`src/rtl/plm_pkg.sv`:
```
// ----------------------------------------------------------------------------
// plm_pkg
// Shared types, widths and codes of the ping link quality monitor.
// ----------------------------------------------------------------------------
package plm_pkg;

    localparam int PEER_INDEX_BITS  = 8;
    localparam int FRACTION_BITS    = 16;
    localparam int MIN_PACKET_BYTES = 20;

    localparam int PEER_W   = 8;
    localparam int LENGTH_W = 11;
    localparam int MAGIC_W  = 32;
    localparam int KIND_W   = 8;
    localparam int SEQ_W    = 32;
    localparam int TIME_W   = 64;
    localparam int COUNT_W  = 32;
    localparam int NOMINAL_W = 20;
    localparam int GAIN_W   = 17;
    localparam int GAIN_FRAC = 16;
    localparam int WHOLE_US_W = 32;
    localparam int LEVEL_W  = WHOLE_US_W + FRACTION_BITS;
    localparam int LEVEL_OUT_W = 48;
    localparam int STATUS_W = 2;

    localparam int CFG_IDX_W  = 4;
    localparam int CFG_DATA_W = 32;

    localparam logic [GAIN_W-1:0] GAIN_ONE = GAIN_W'(1 << GAIN_FRAC);
    localparam logic [PEER_W-1:0] PEER_MASK =
        PEER_W'((64'd1 << PEER_INDEX_BITS) - 64'd1);
    localparam logic [LENGTH_W-1:0] MIN_LENGTH = LENGTH_W'(MIN_PACKET_BYTES);

    localparam logic [MAGIC_W-1:0]   MAGIC_RESET       = 32'h5050_4D4F;
    localparam logic [NOMINAL_W-1:0] NOMINAL_RESET     = NOMINAL_W'(16700);
    localparam logic [GAIN_W-1:0]    JITTER_GAIN_RESET = GAIN_W'(3277);
    localparam logic [GAIN_W-1:0]    RTT_GAIN_RESET    = GAIN_W'(6554);

    localparam logic [CFG_IDX_W-1:0] CFG_MAGIC_WORD  = CFG_IDX_W'(0);
    localparam logic [CFG_IDX_W-1:0] CFG_NOMINAL_GAP = CFG_IDX_W'(1);
    localparam logic [CFG_IDX_W-1:0] CFG_JITTER_GAIN = CFG_IDX_W'(2);
    localparam logic [CFG_IDX_W-1:0] CFG_RTT_GAIN    = CFG_IDX_W'(3);

    localparam logic [KIND_W-1:0] KIND_PING = KIND_W'(0);

    typedef enum logic [STATUS_W-1:0] {
        ST_DROP = 2'd0,
        ST_PING = 2'd1,
        ST_PONG = 2'd2
    } t_status;

    typedef struct packed {
        logic [PEER_W-1:0]   peer;
        logic [LENGTH_W-1:0] length;
        logic [MAGIC_W-1:0]  packet_magic;
        logic [KIND_W-1:0]   kind;
        logic [SEQ_W-1:0]    sequence_req;
        logic [TIME_W-1:0]   sent_time;
        logic [TIME_W-1:0]   arrival_time;
    } t_item;

    typedef struct packed {
        t_status               status;
        logic [PEER_W-1:0]     echo_peer;
        logic [SEQ_W-1:0]      echo_sequence;
        logic [TIME_W-1:0]     echo_sent_time;
        logic [COUNT_W-1:0]    received_count;
        logic [COUNT_W-1:0]    lost_total;
        logic [LEVEL_OUT_W-1:0] jitter_level;
        logic [LEVEL_OUT_W-1:0] rtt_level;
        logic                  rtt_ready;
        logic [COUNT_W-1:0]    pong_count;
        logic [PEER_W-1:0]     locked_peer_index;
    } t_result;

    typedef struct packed {
        logic [MAGIC_W-1:0]   magic_word;
        logic [NOMINAL_W-1:0] nominal_gap_us;
        logic [GAIN_W-1:0]    jitter_gain;
        logic [GAIN_W-1:0]    rtt_gain;
    } t_cfg;

endpackage

```
`src/rtl/plm_cfg.sv`:
```
// ----------------------------------------------------------------------------
// plm_cfg
// Configuration register file written through the config channel.
// ----------------------------------------------------------------------------
module plm_cfg (
    input  logic                           i_clk,
    input  logic                           i_rst_n,
    input  logic                           i_wr,
    input  logic [plm_pkg::CFG_IDX_W-1:0]  i_index,
    input  logic [plm_pkg::CFG_DATA_W-1:0] i_data,
    output plm_pkg::t_cfg                  o_cfg
);
    import plm_pkg::*;

    t_cfg r_cfg;

    always_ff @(posedge i_clk) begin
        if (!i_rst_n) begin
            r_cfg.magic_word     <= MAGIC_RESET;
            r_cfg.nominal_gap_us <= NOMINAL_RESET;
            r_cfg.jitter_gain    <= JITTER_GAIN_RESET;
            r_cfg.rtt_gain       <= RTT_GAIN_RESET;
        end else if (i_wr) begin
            unique case (i_index)
                CFG_MAGIC_WORD:  r_cfg.magic_word     <= i_data[MAGIC_W-1:0];
                CFG_NOMINAL_GAP: r_cfg.nominal_gap_us <= i_data[NOMINAL_W-1:0];
                CFG_JITTER_GAIN: r_cfg.jitter_gain    <= i_data[GAIN_W-1:0];
                CFG_RTT_GAIN:    r_cfg.rtt_gain       <= i_data[GAIN_W-1:0];
                default: begin
                end
            endcase
        end
    end

    assign o_cfg = r_cfg;

endmodule

```
`config.mk`:
```
export PLATFORM = sky130hd
export DESIGN_NAME = plm_cfg
export DESIGN_NICKNAME = d
export VERILOG_FILES = /design/src/rtl/plm_pkg.sv /design/src/rtl/plm_cfg.sv
export SDC_FILE = /design/constraint.sdc
export NUM_CORES = 1
export LEC_CHECK = 0
export BUFFER_PORTS_ARGS = -buffer_cell sky130_fd_sc_hd__buf_4
export CAP_MARGIN = 20
export CORE_ASPECT_RATIO = 0.8
export CORE_UTILIZATION = 40
export DETAILED_ROUTE_END_ITERATION = 10
export HOLD_SLACK_MARGIN = 0.02
export PLACE_DENSITY = 0.73
export SYNTH_ARGS = -nofsm -noshare
export SYNTH_HDL_FRONTEND = slang
export SYNTH_SLANG_ARGS = --single-unit
```
`constraint.sdc`:
```
create_clock -name i_clk -period 2.05 [get_ports i_clk]
set_input_delay 0.615 -clock i_clk [delete_from_list [all_inputs] [get_ports i_clk]]
set_output_delay 0.615 -clock i_clk [all_outputs]
set_load 0.01 [all_outputs]
```
==> results.sh <==
export IMPL_tritoncts_clock_tree="built"
export IMPL_post_cts_resized_instances=0
export IMPL_critical_path_cell_chain="buf_4 > nor4b_4 > buf_4 > and2_1 > mux2i_1"
export IMPL_postSynthNetCount=382
export IMPL_internal_power_uw=2300
export IMPL_htree_num_levels=3
export IMPL_route_antenna_remaining_nets=0
export IMPL_crit_fanout=9
export IMPL_insertedDiodeCount=0
export IMPL_synthAdderAreaFrac_pct=0
export IMPL_setup_repair_after_global_routing_missed_its_margin="no"
export IMPL_clock_group_share_of_total_power_pct=35.8
export IMPL_path_buf_inv=2
export IMPL_buffer_count_from_post_cts_setup_fixing=0
export IMPL_rows=29
export IMPL_setup_total_negative_slack_ns=0
export IMPL_switching_share_pct=24.7
export IMPL_fmaxAchievable_ghz=0.636
export IMPL_drive_gt1_share_pct=33.3
export IMPL_worst_setup_hold_path_clk_slew_ns=0.08
export IMPL_buffer_ports_inserted=124
export IMPL_power_switching_uw=756
export IMPL_final_area_mm2=0.00466
export IMPL_status="finished clean"
export IMPL_timing_critical_path_slowest_stage_cell="sky130_fd_sc_hd__and2_1"
export IMPL_overall_via_count_from_detail_route=2714
export IMPL_timing_critical_path_from_type="primary input"
export IMPL_syn_avg_cell_area_um2=9.89
export IMPL_grt_first_pass_wirelength_um=12800
export IMPL_postPlaceCellArea_mm2=0.00448
export IMPL_antenna_found_initial=0
export IMPL_synth_xor_xnor_area_share_pct=0
export IMPL_maxSlewViolCount=0
export IMPL_fill_cells=736
export IMPL_main_combinational_cell_family_by_area_after_synthesis="multiplexers"
export IMPL_grt_start_max_net_pins=43
export IMPL_initial_core_util_pct=41.9
export IMPL_synthArstFlopShare_pct=0
export IMPL_areaGrowthSynthToFinish_pct=37.4
export IMPL_first_pass_iters=4
export IMPL_number_of_flip_flops_in_the_largest_register=86
export IMPL_routed_wl_um=8080
export IMPL_drt_first_iter_violations=93
export IMPL_mostFrequentLayoutCells="135 x sky130_fd_sc_hd__buf_4, 86 x sky130_fd_sc_hd__dfxtp_1, 81 x sky130_fd_sc_hd__nand2_1, 75 x sky130_fd_sc_hd__mux2i_1, 35 x sky130_fd_sc_hd__nor2b_1"
export IMPL_vdd_drop_max_mv=0.327
export IMPL_layout_min_cycle_time_ns=1.57
export IMPL_cell_area_after_synthesis_mm2=0.00339
export IMPL_detailed_place_hpwl_um=5850
export IMPL_clk_insertion_delay_late_ns=0.35
export IMPL_synth_enable_flop_cells=0
export IMPL_grt_usage_pct=18.4
export IMPL_synth_area_mux_share_pct=22.1
export IMPL_synthDominantAreaCellType="sky130_fd_sc_hd__dfxtp_1"
export IMPL_critPathKind="primary input to flip-flop"
export IMPL_max_clock_path_buffers=2
export IMPL_cts_sinks=86
export IMPL_wl_per_cell_um=13.9
export IMPL_synth_simple_area_share_pct=19.9
export IMPL_proportion_of_synthesized_chip_area_in_sequential_cells_pct=50.7
export IMPL_power_combinational_fraction_pct=8.5
export IMPL_finalNetCount=506
export IMPL_drc_errors=0
export IMPL_die_h_um=84.4
export IMPL_timing_final_hold_violations=0
export IMPL_leakagePower_uw=0.00215
export IMPL_worst_pin_slew_ns=0.352
export IMPL_critPathTopFamily="simple AND/OR/NAND/NOR gates"
export IMPL_worstSetupEndpointType="flip-flop"
export IMPL_timing_hold_worst_class="flip-flop to flip-flop"
export IMPL_worst_ep_arrival_time_ns=1.86
export IMPL_cp_common_cell="sky130_fd_sc_hd__buf_4"
export IMPL_synth_top_cells_by_area="sky130_fd_sc_hd__dfxtp_1 51%, sky130_fd_sc_hd__mux2i_1 22%, sky130_fd_sc_hd__nand2_1 9.0%, sky130_fd_sc_hd__nor2b_1 6.6%, sky130_fd_sc_hd__a21oi_1 2.1%"
export IMPL_timing_critical_path_slowest_cell_delay_ns=0.35
export IMPL_numCtsBuffers=9
export IMPL_gr_total_overflow=0
export IMPL_required_time_reported_for_the_critical_path_endpoint_ns=2.34
export IMPL_yosys_register_bits=86
export IMPL_cts_hold_fix_buffers=0
export IMPL_sequentialPowerShare_pct=55.7
export IMPL_core_mm2=0.00809
export IMPL_post_synth_num_cell_types=21
export IMPL_syn_instance_count=343
export IMPL_ys_warn_count=0
export IMPL_route_detailed_vias_per_inst=4.68
export IMPL_most_frequent_standard_cell_in_the_layout_excluding_fill_and_tap_cells="sky130_fd_sc_hd__buf_4"
export IMPL_max_slew_margin_pct=76.5
export IMPL_cts_root_buffer_cell="sky130_fd_sc_hd__clkbuf_8"
export IMPL_design_die_area_mm2=0.00886
export IMPL_io_pins=125
export IMPL_synth_compound_gate_area_share_pct=2.95
export IMPL_final_replace_weighted_congestion=0.788
export IMPL_post_route_period_util_pct=76.8
export IMPL_report_final_setup_viol=0
export IMPL_first_global_vias=2658
export IMPL_die_w_um=105
export IMPL_final_setup_skew_ns=0
export IMPL_max_cap_violations=0
export IMPL_p_per_area_mw_per_mm2=656
export IMPL_share_of_the_synthesized_area_in_the_top_cell_type_pct=50.7
export IMPL_synth_flop_cell="sky130_fd_sc_hd__dfxtp_1"
cell type report:
cell class              count  area (um2)  share of cell area, %
flip-flops and latches     86        1720                   36.9
multi-input cells         228        1540                   32.9
repair buffers            138        1070                   23.0
clock buffers              10         138                   2.95
well taps                 108         135                   2.90
clock inverters             6        45.0                  0.966
inverters                   4        15.0                  0.322
layer usage:
layer | part of all wire [%] | GRT usage [%]
met2 | 45 | 30.2
met4 | 0.97 | 5.38
met3 | 8.4 | 6.91
met1 | 45 | 22.7
met5 | 0 | 0
through the flow:
step / worst slack (ns) / utilization, % / hold WS (ns) / power (uW) / std cells
after floorplan: 0.427 / - / 0.479 / 1870 / 343
final: 0.477 / 57.6 / 0.462 / 3060 / 580
after CTS: 0.480 / 57.6 / 0.467 / 3100 / 580
after global placement: 0.155 / 55.4 / 0.444 / 2000 / 564
after global routing: 0.374 / 57.6 / 0.485 / 3190 / 580
after detailed placement: 0.0915 / 55.4 / 0.451 / 2000 / 564
synth_stat cells (3+ instances only):
| cell | count |
|---|---|
| sky130_fd_sc_hd__inv_1 | 4 |
| sky130_fd_sc_hd__mux2i_1 | 75 |
| sky130_fd_sc_hd__nand2_1 | 81 |
| sky130_fd_sc_hd__dfxtp_1 | 86 |
| sky130_fd_sc_hd__nand2b_1 | 7 |
| sky130_fd_sc_hd__buf_1 | 5 |
| sky130_fd_sc_hd__o211ai_1 | 4 |
| sky130_fd_sc_hd__nor2b_1 | 36 |
| sky130_fd_sc_hd__a21oi_1 | 14 |
| sky130_fd_sc_hd__buf_6 | 3 |
| sky130_fd_sc_hd__clkbuf_1 | 9 |
| sky130_fd_sc_hd__buf_2 | 7 |
| sky130_fd_sc_hd__nand3b_1 | 4 |
worst register-to-register path, delay by kind of cell (launching register included):
kind            cells  cell delay [ns]
simple gates        1             0.13
flops               1             0.32
compound gates      2             0.19
worst paths after layout:
kind,from,to,slack [ns],depth (start not counted)
min,o_cfg[80],o_cfg[80],0.46,2
max,i_index[0],o_cfg[31],0.48,5
min reg2reg,o_cfg[80],o_cfg[80],0.46,2
max reg2reg,o_cfg[17],o_cfg[17],1.29,3
power by group through the flow:
stage | combinational, uW | sequential (uW) | clock (uW)
after floorplan | 116 | 1750 | 0
after global routing | 281 | 1710 | 1200
after detailed placement | 261 | 1740 | 0
after global placement | 257 | 1740 | 0
after CTS | 261 | 1700 | 1140
final | 258 | 1700 | 1090
kinds of logic (layout without fill, tap and decap cells):
kind of cell           Yosys count  after routing
AOI/OAI and AO/OA               18             18
and+or+nand+nor                135            135
muxes                           75             75
DFF                             86             86
buffers and inverters           29            158
No activity file was read; power rests on OpenSTA's default activity.
